<file path="src/rtl/mmac_pkg.sv">
// Package for the memory map attribute coalescer.
// Holds payload structs, register indexes and attribute constants.
// Used by every RTL file of the block; depends on nothing.
`default_nettype none
package mmac_pkg;

   localparam int PAGE_SHIFT = 12;
   localparam logic [63:0] ATTR_XP = 64'h0000_0000_0000_4000;
   localparam logic [63:0] ATTR_RO = 64'h0000_0000_0002_0000;
   localparam logic [31:0] RUNTIME_CODE_RESET = 32'd5;

   localparam int OUT_DEPTH = 4;
   localparam int OUT_PTR_W = $clog2(OUT_DEPTH);
   localparam int OUT_CNT_W = $clog2(OUT_DEPTH + 1);

   typedef enum logic [0:0] {
      CSR_PROTECT_ENABLE    = 1'b0,
      CSR_RUNTIME_CODE_TYPE = 1'b1
   } csr_index_type;

   typedef struct packed {
      logic [31:0] mem_type;
      logic [63:0] attr_bits;
      logic [63:0] phys_start;
      logic [63:0] page_count;
      logic        last_entry;
   } req_type;

   typedef struct packed {
      logic [31:0] out_type;
      logic [63:0] out_attr;
      logic [63:0] out_start;
      logic [63:0] out_pages;
      logic        out_last;
   } rsp_type;

   typedef struct packed {
      logic [1:0] count;
      rsp_type    first;
      rsp_type    second;
   } push_type;

endpackage
`default_nettype wire

</file>
<file path="src/rtl/mmac_core.sv">
// Input register, attribute enforcement and merge against the pending descriptor.
// Also holds the configuration registers. Depends on mmac_pkg.
`default_nettype none
module mmac_core (
   input  wire logic                    clock,
   input  wire logic                    reset,
   input  wire logic                    req_valid,
   output logic                         req_ready,
   input  wire mmac_pkg::req_type       req_data,
   input  wire logic                    csr_we,
   input  wire mmac_pkg::csr_index_type csr_addr,
   input  wire logic [31:0]             csr_wdata,
   input  wire logic                    room,
   output mmac_pkg::push_type           push
);

   logic              in_valid_ff, in_valid_in;
   mmac_pkg::req_type in_data_ff;
   logic              protect_ff;
   logic [31:0]       rtc_type_ff;

   logic              pend_valid_ff, pend_valid_in;
   logic [31:0]       pend_type_ff, pend_type_in;
   logic [63:0]       pend_attr_ff, pend_attr_in;
   logic [63:0]       pend_start_ff, pend_start_in;
   logic [63:0]       pend_pages_ff, pend_pages_in;

   logic              go;
   logic [63:0]       attr_eff;
   logic [63:0]       pend_end;
   logic              merge;
   logic              emit_old;
   mmac_pkg::rsp_type old_rsp;
   mmac_pkg::rsp_type new_rsp;
   mmac_pkg::rsp_type pass_rsp;

   assign go        = in_valid_ff & room;
   assign req_ready = ~in_valid_ff | room;
   assign in_valid_in = req_valid & req_ready ? 1'b1 : (go ? 1'b0 : in_valid_ff);

   assign attr_eff = (in_data_ff.attr_bits != 64'd0) ? in_data_ff.attr_bits :
                     (in_data_ff.mem_type == rtc_type_ff) ? mmac_pkg::ATTR_RO :
                     mmac_pkg::ATTR_XP;
   assign pend_end = pend_start_ff + (pend_pages_ff << mmac_pkg::PAGE_SHIFT);
   assign merge    = pend_valid_ff && (in_data_ff.mem_type == pend_type_ff) &&
                     (attr_eff == pend_attr_ff) && (pend_end == in_data_ff.phys_start);
   assign emit_old = pend_valid_ff & ~merge;

   always_comb begin
      old_rsp.out_type  = pend_type_ff;
      old_rsp.out_attr  = pend_attr_ff;
      old_rsp.out_start = pend_start_ff;
      old_rsp.out_pages = pend_pages_ff;
      old_rsp.out_last  = 1'b0;

      pass_rsp.out_type  = in_data_ff.mem_type;
      pass_rsp.out_attr  = in_data_ff.attr_bits;
      pass_rsp.out_start = in_data_ff.phys_start;
      pass_rsp.out_pages = in_data_ff.page_count;
      pass_rsp.out_last  = in_data_ff.last_entry;

      pend_valid_in = pend_valid_ff;
      pend_type_in  = pend_type_ff;
      pend_attr_in  = pend_attr_ff;
      pend_start_in = pend_start_ff;
      pend_pages_in = pend_pages_ff;
      push          = '0;

      if (merge) begin
         pend_pages_in = pend_pages_ff + in_data_ff.page_count;
      end else begin
         pend_type_in  = in_data_ff.mem_type;
         pend_attr_in  = attr_eff;
         pend_start_in = in_data_ff.phys_start;
         pend_pages_in = in_data_ff.page_count;
      end

      new_rsp.out_type  = pend_type_in;
      new_rsp.out_attr  = pend_attr_in;
      new_rsp.out_start = pend_start_in;
      new_rsp.out_pages = pend_pages_in;
      new_rsp.out_last  = 1'b1;

      if (go) begin
         if (!protect_ff) begin
            pend_valid_in = 1'b0;
            pend_type_in  = pend_type_ff;
            pend_attr_in  = pend_attr_ff;
            pend_start_in = pend_start_ff;
            pend_pages_in = pend_pages_ff;
            push.first    = pend_valid_ff ? old_rsp : pass_rsp;
            push.second   = pass_rsp;
            push.count    = pend_valid_ff ? 2'd2 : 2'd1;
         end else begin
            pend_valid_in = ~in_data_ff.last_entry;
            push.first    = emit_old ? old_rsp : new_rsp;
            push.second   = new_rsp;
            push.count    = {1'b0, emit_old} + {1'b0, in_data_ff.last_entry};
         end
      end else begin
         pend_type_in  = pend_type_ff;
         pend_attr_in  = pend_attr_ff;
         pend_start_in = pend_start_ff;
         pend_pages_in = pend_pages_ff;
      end
   end

   always_ff @(posedge clock) begin
      if (reset) begin
         in_valid_ff   <= 1'b0;
         pend_valid_ff <= 1'b0;
         protect_ff    <= 1'b1;
         rtc_type_ff   <= mmac_pkg::RUNTIME_CODE_RESET;
      end else begin
         in_valid_ff   <= in_valid_in;
         pend_valid_ff <= pend_valid_in;
         if (csr_we) begin
            case (csr_addr)
               mmac_pkg::CSR_PROTECT_ENABLE:    protect_ff  <= csr_wdata[0];
               mmac_pkg::CSR_RUNTIME_CODE_TYPE: rtc_type_ff <= csr_wdata;
               default: ;
            endcase
         end
      end
   end

   always_ff @(posedge clock) begin
      if (req_valid && req_ready) begin
         in_data_ff <= req_data;
      end
      pend_type_ff  <= pend_type_in;
      pend_attr_ff  <= pend_attr_in;
      pend_start_ff <= pend_start_in;
      pend_pages_ff <= pend_pages_in;
   end

endmodule
`default_nettype wire

</file>
<file path="src/rtl/mmac_out_queue.sv">
// Result queue: takes up to two results per cycle, hands out one per transfer.
// Depends on mmac_pkg.
`default_nettype none
module mmac_out_queue (
   input  wire logic               clock,
   input  wire logic               reset,
   input  wire mmac_pkg::push_type push,
   output logic                    room,
   output logic                    rsp_valid,
   input  wire logic               rsp_ready,
   output mmac_pkg::rsp_type       rsp_data
);

   mmac_pkg::rsp_type                  mem_ff [mmac_pkg::OUT_DEPTH];
   logic [mmac_pkg::OUT_PTR_W-1:0]     wr_ptr_ff, wr_ptr_in;
   logic [mmac_pkg::OUT_PTR_W-1:0]     rd_ptr_ff, rd_ptr_in;
   logic [mmac_pkg::OUT_CNT_W-1:0]     count_ff, count_in;
   logic [mmac_pkg::OUT_PTR_W-1:0]     wr_ptr_next;
   logic                               pop;

   assign room        = count_ff <= mmac_pkg::OUT_CNT_W'(mmac_pkg::OUT_DEPTH - 2);
   assign rsp_valid   = count_ff != '0;
   assign rsp_data    = mem_ff[rd_ptr_ff];
   assign pop         = rsp_valid & rsp_ready;
   assign wr_ptr_next = wr_ptr_ff + mmac_pkg::OUT_PTR_W'(1);
   assign wr_ptr_in   = wr_ptr_ff + mmac_pkg::OUT_PTR_W'(push.count);
   assign rd_ptr_in   = rd_ptr_ff + mmac_pkg::OUT_PTR_W'(pop);
   assign count_in    = count_ff + mmac_pkg::OUT_CNT_W'(push.count)
                        - mmac_pkg::OUT_CNT_W'(pop);

   always_ff @(posedge clock) begin
      if (reset) begin
         wr_ptr_ff <= '0;
         rd_ptr_ff <= '0;
         count_ff  <= '0;
      end else begin
         wr_ptr_ff <= wr_ptr_in;
         rd_ptr_ff <= rd_ptr_in;
         count_ff  <= count_in;
      end
   end

   always_ff @(posedge clock) begin
      if (push.count != 2'd0) begin
         mem_ff[wr_ptr_ff] <= push.first;
      end
      if (push.count == 2'd2) begin
         mem_ff[wr_ptr_next] <= push.second;
      end
   end

endmodule
`default_nettype wire

</file>
<file path="src/rtl/memory_map_attribute_coalescer.sv">
// Top level of the memory map attribute coalescer.
// Connects mmac_core and mmac_out_queue; depends on mmac_pkg.
//
// Descriptors enter on req_ and merged descriptors leave on rsp_ (passed through
// unmerged while protection is off). One descriptor is taken per cycle while the core
// stage is not held: the merge compare and page add against the pending descriptor
// are done in the core stage. A descriptor yields zero, one or two results; results
// wait in a four-entry queue and leave one per transfer, and the core stage holds
// while the queue has fewer than two free entries. A descriptor is registered at the
// core stage input, and its results are registered in the queue before they transfer.
// Write the csr_ registers only while the block is idle.
`default_nettype none
module memory_map_attribute_coalescer (
   input  wire logic                    clock,
   input  wire logic                    reset,
   input  wire logic                    req_valid,
   output logic                         req_ready,
   input  wire mmac_pkg::req_type       req_data,
   output logic                         rsp_valid,
   input  wire logic                    rsp_ready,
   output mmac_pkg::rsp_type            rsp_data,
   input  wire logic                    csr_we,
   input  wire mmac_pkg::csr_index_type csr_addr,
   input  wire logic [31:0]             csr_wdata
);

   mmac_pkg::push_type push;
   logic               room;

   mmac_core u_core (
      .clock     (clock),
      .reset     (reset),
      .req_valid (req_valid),
      .req_ready (req_ready),
      .req_data  (req_data),
      .csr_we    (csr_we),
      .csr_addr  (csr_addr),
      .csr_wdata (csr_wdata),
      .room      (room),
      .push      (push)
   );

   mmac_out_queue u_queue (
      .clock     (clock),
      .reset     (reset),
      .push      (push),
      .room      (room),
      .rsp_valid (rsp_valid),
      .rsp_ready (rsp_ready),
      .rsp_data  (rsp_data)
   );

endmodule
`default_nettype wire

</file>
<file path="config.mk">
export PLATFORM = sky130hd
export DESIGN_NAME = memory_map_attribute_coalescer
export DESIGN_NICKNAME = d
export VERILOG_FILES = /design/src/rtl/mmac_pkg.sv /design/src/rtl/mmac_core.sv /design/src/rtl/mmac_out_queue.sv /design/src/rtl/memory_map_attribute_coalescer.sv
export SDC_FILE = /design/constraint.sdc
export NUM_CORES = 2
export LEC_CHECK = 0
export BUFFER_PORTS_ARGS = -buffer_cell sky130_fd_sc_hd__buf_4
export CORE_UTILIZATION = 38
export DETAILED_ROUTE_END_ITERATION = 6
export GPL_TIMING_DRIVEN = 0
export SYNTH_ARGS = -nofsm -noshare
export SYNTH_HDL_FRONTEND = slang
export SYNTH_SLANG_ARGS = --single-unit
</file>
<file path="constraint.sdc">
create_clock -name clock -period 22.1 [get_ports clock]
set_clock_uncertainty 0.15 [all_clocks]
set_input_delay 4.42 -clock clock [delete_from_list [all_inputs] [get_ports clock]]
set_output_delay 4.42 -clock clock [all_outputs]
set_load 0.1 [all_outputs]
</file>
==> impl_metrics.csv <==
group,metric,value,unit
floorplanning,die_x,445.6,um
sta,fin_tns_setup,0,ns
synth,yosysMostFrequentCell,"nand2_1",
floorplanning,start_util,38.31,%
synth,synth_top_area_share,54.17,%
floorplanning,io_pins,490,
floorplanning,die_h,445.6,um
sta,fmax,97.69,MHz
routing,dr_total_vias,61380,
placement,gp_congestion,0.9617,
placement,hpwl,221500,um
routing,drc,0,
critical_path,cp.arrival,10.75,ns
sta,post-route-period-util,46.32,%
floorplanning,placementRows,162,
clock_tree,post-cts-setup-buffers,0,
critical_path,endpoint_kind,"flop",
synth,synth_nets,7302,
clock_tree,clk_latency,0.85,ns
grt,antenna_found_initial,11,
grt,grt_max_degree,65,
status,violations,"max-capacitance violations, max-slew violations",
critical_path,critical_path.cell_chain,"clkbuf_1 > nor4_1 > nand4_1 > or4_1 > nor3_2 > nand3b_1 > nand2_1 > nand4_1 > nor4b_1 > nand4_1 > or2_1 > nand2_1 > inv_1 > ha_1 > a21oi_1 > nor2_1 > nor2_1 > nand3_1 > nand2_1 > o21a_1 > clkbuf_1 > clkbuf_1 > nand2_1 > a21oi_1",
pwr,ir_worst_vdd,0.1033,mV
grt,grt_pass1_wl,421500,um
grt,grt_pass1_vias,58530,
routing,firstDrtPassIters,7,
critical_path,critPathLaunch,"u_core.in_data_ff[149]",
critical_path,cpMostUsedCell,"nand2_1",
min_path,hold_start,"u_core.rtc_type_ff[23]",
clock_tree,cts_num_sinks,1391,
status,outcome,"finished, violations left",
final_layout,filler_cell_count,18110,
synth,netlist_instances,6916,
critical_path,critPathKind,"reg -> reg",
sta,relSlewSlack,-2.354,%
pwr,leakage,32.61,nW
clock_tree,cts_resized,0,
synth,async_flop_share,0,%
final_layout,nNetsFinal,8009,
routing,drt_iter0_markers,8154,
floorplanning,dieArea,198600,sq um
clock_tree,ctsHoldBuffers,0,
min_path,hold_class,"reg -> reg",
critical_path,crit_fanout,10,
synth,ys_seq_elements,1391,
synth,yosysTopAreaCell,"edfxtp_1",
clock_tree,root_buffer,"clkbuf_16",
clock_tree,cts_tree,"built",
sta,setup_violations,0,
sta,finalWorstSetupSlack,11.86,ns
synth,netlist_top_cells_count,"nand2_1 (1,855), edfxtp_1 (1,349), a21oi_1 (982), clkbuf_1 (445), mux4_2 (225)",
synth,ys_warn_count,0,
placement,dpl_worst_slack,12.16,ns
critical_path,path_buf_inv,4,
final_layout,areaGrowthSynthToFinish,18.15,%
final_layout,drive_gt1_share,15.58,%
synth,ys_seq_area_share,55.30,%
critical_path,timing.rr.start,"u_core.in_data_ff[149]",
flow_run,cap_violations,2,
clock_tree,cts.clk_slew.worst_paths,0.06,ns
synth,ys.flop_type,"edfxtp_1",
sta,worst_pin_slew,1.521,ns
critical_path,cpMaxStageDelayCell,"nor4_1",
sta,fin_crit,10.24,ns
synth,syn_area,74780,sq um
final_layout,final_core_util,45.26,%
synth,synth_area_per_cell,10.81,sq um
critical_path,cp-start-kind,"flop",
synth,yosysUniqueCellTypes,97,
grt,track_usage,29.47,%
clock_tree,htree_levels,4,
floorplanning,coreArea,195200,sq um
critical_path,path_delay_family,"simple AND/OR/NAND/NOR gates",
critical_path,worstPathRequired,22.61,ns
sta,drv_slew,2,
synth,synth_area_leaders,"edfxtp_1 (54%), nand2_1 (9.3%), mux4_2 (6.8%)",
sta,grt_setup_unrepaired,"false",
routing,vias_per_cell,5.910,
routing,wl_per_cell,28.89,um
critical_path,cpPeakStageDelay,1.15,ns
routing,routed_wl,300000,um
grt,gr-total-overflow,0,
clock_tree,cts_buffer_depth,3,
synth,synth-edff-count,1349,
sta,hold_viol,0,
placement,port_buffers,488,
clock_tree,numCtsBuffers,162,
routing,ant_nets,0,
pwr,power.density,109.1,nW/um^2
==> worst min-delay path, cell delays in order, from the launching register on <==
cell     delay, ns
dfxtp_1       0.31
nand2_1       0.05
a21oi_1       0.05
==> worst paths after layout <==
kind / endpoint / slack (ns) / depth (start not counted)
worst max-delay path: u_queue.mem_ff[0][87] / 11.86 / 24
worst min-delay path: u_core.rtc_type_ff[23] / 0.32 / 2
worst max register to register: u_queue.mem_ff[0][87] / 11.86 / 24
worst min register to register: u_core.rtc_type_ff[23] / 0.32 / 2
==> registers in the layout (all words and copies together), names as in the netlist, 2 cells and up <==
register / cells
u_core.in_data_ff: 225
u_core.pend_attr_ff: 64
u_core.pend_pages_ff: 64
u_core.pend_start_ff: 64
u_core.pend_type_ff: 32
u_core.rtc_type_ff: 32
u_queue.count_ff: 3
u_queue.mem_ff: 900
u_queue.rd_ptr_ff: 2
u_queue.wr_ptr_ff: 2
==> report_power, final <==
part | total (W) | internal, W | switching [W]
combinational | 0.00361 | 0.000939 | 0.00267
clock | 0.00274 | 0.00155 | 0.00119
sequential | 0.00329 | 0.00312 | 0.000167
==> layout by cell type, fill, tap and decap left out, types with 124 or more instances in the layout <==
cell type and n:
buf_4 494, nor2_1 161, xnor2_1 143, o21ai_0 124
edfxtp_1 1349, clkbuf_1 468, a21oi_1 978, clkbuf_16 164
mux2i_1 220, mux4_2 225, nand2_1 1854
==> kinds of logic (layout without fill, tap and decap cells) <==
group | Yosys count | count (layout) | synth area share, %
compound gates | 1528 | 1528 | 11.74
xor+xnor | 247 | 247 | 2.893
fa+ha+maj | 123 | 123 | 2.088
buf+inv | 667 | 1507 | 3.735
flops | 1391 | 1391 | 55.30
mux | 463 | 463 | 9.992
other cells | 0 | 6 | 0
simple gates | 2497 | 2497 | 14.25
==> area by class of cell <==
type                       count  area (sq um)  area share [%]
inverter                      43         161.4          0.1827
antenna                        6         15.01         0.01699
clock inverter               102          1045           1.183
buffer                       624          2638           2.985
multi-input combinational   4858         30700           34.75
sequential                  1391         41350           46.80
timing repair buffer         543          4905           5.551
tap                         2624          3283           3.716
clock buffer                 195          4249           4.809
==> metrics by stage <==
| step | hold slack, ns | power [W] | cell area, sq um | instances |
|---|---|---|---|---|
| after floorplan | 0.2981 | 0.005787 | 74780 | 6916 |
| after global routing | 0.3366 | 0.009907 | 88340 | 10380 |
| after detailed placement | 0.3104 | 0.006909 | 82970 | 10080 |
| after CTS | 0.3180 | 0.009631 | 88260 | 10380 |
| final | 0.3160 | 0.009637 | 88350 | 10390 |
| after global placement | 0.3049 | 0.006939 | 81730 | 10030 |
==> per-layer routing <==
metal  vias up  track usage, %  wire (um)
li1      26720               -          -
met1     30160           38.22     114000
met2      3867           46.04     136200
met3       625           5.614      29220
met4         6           17.07      20560
met5         -               0         26
(Power assumes the default switching activity.)
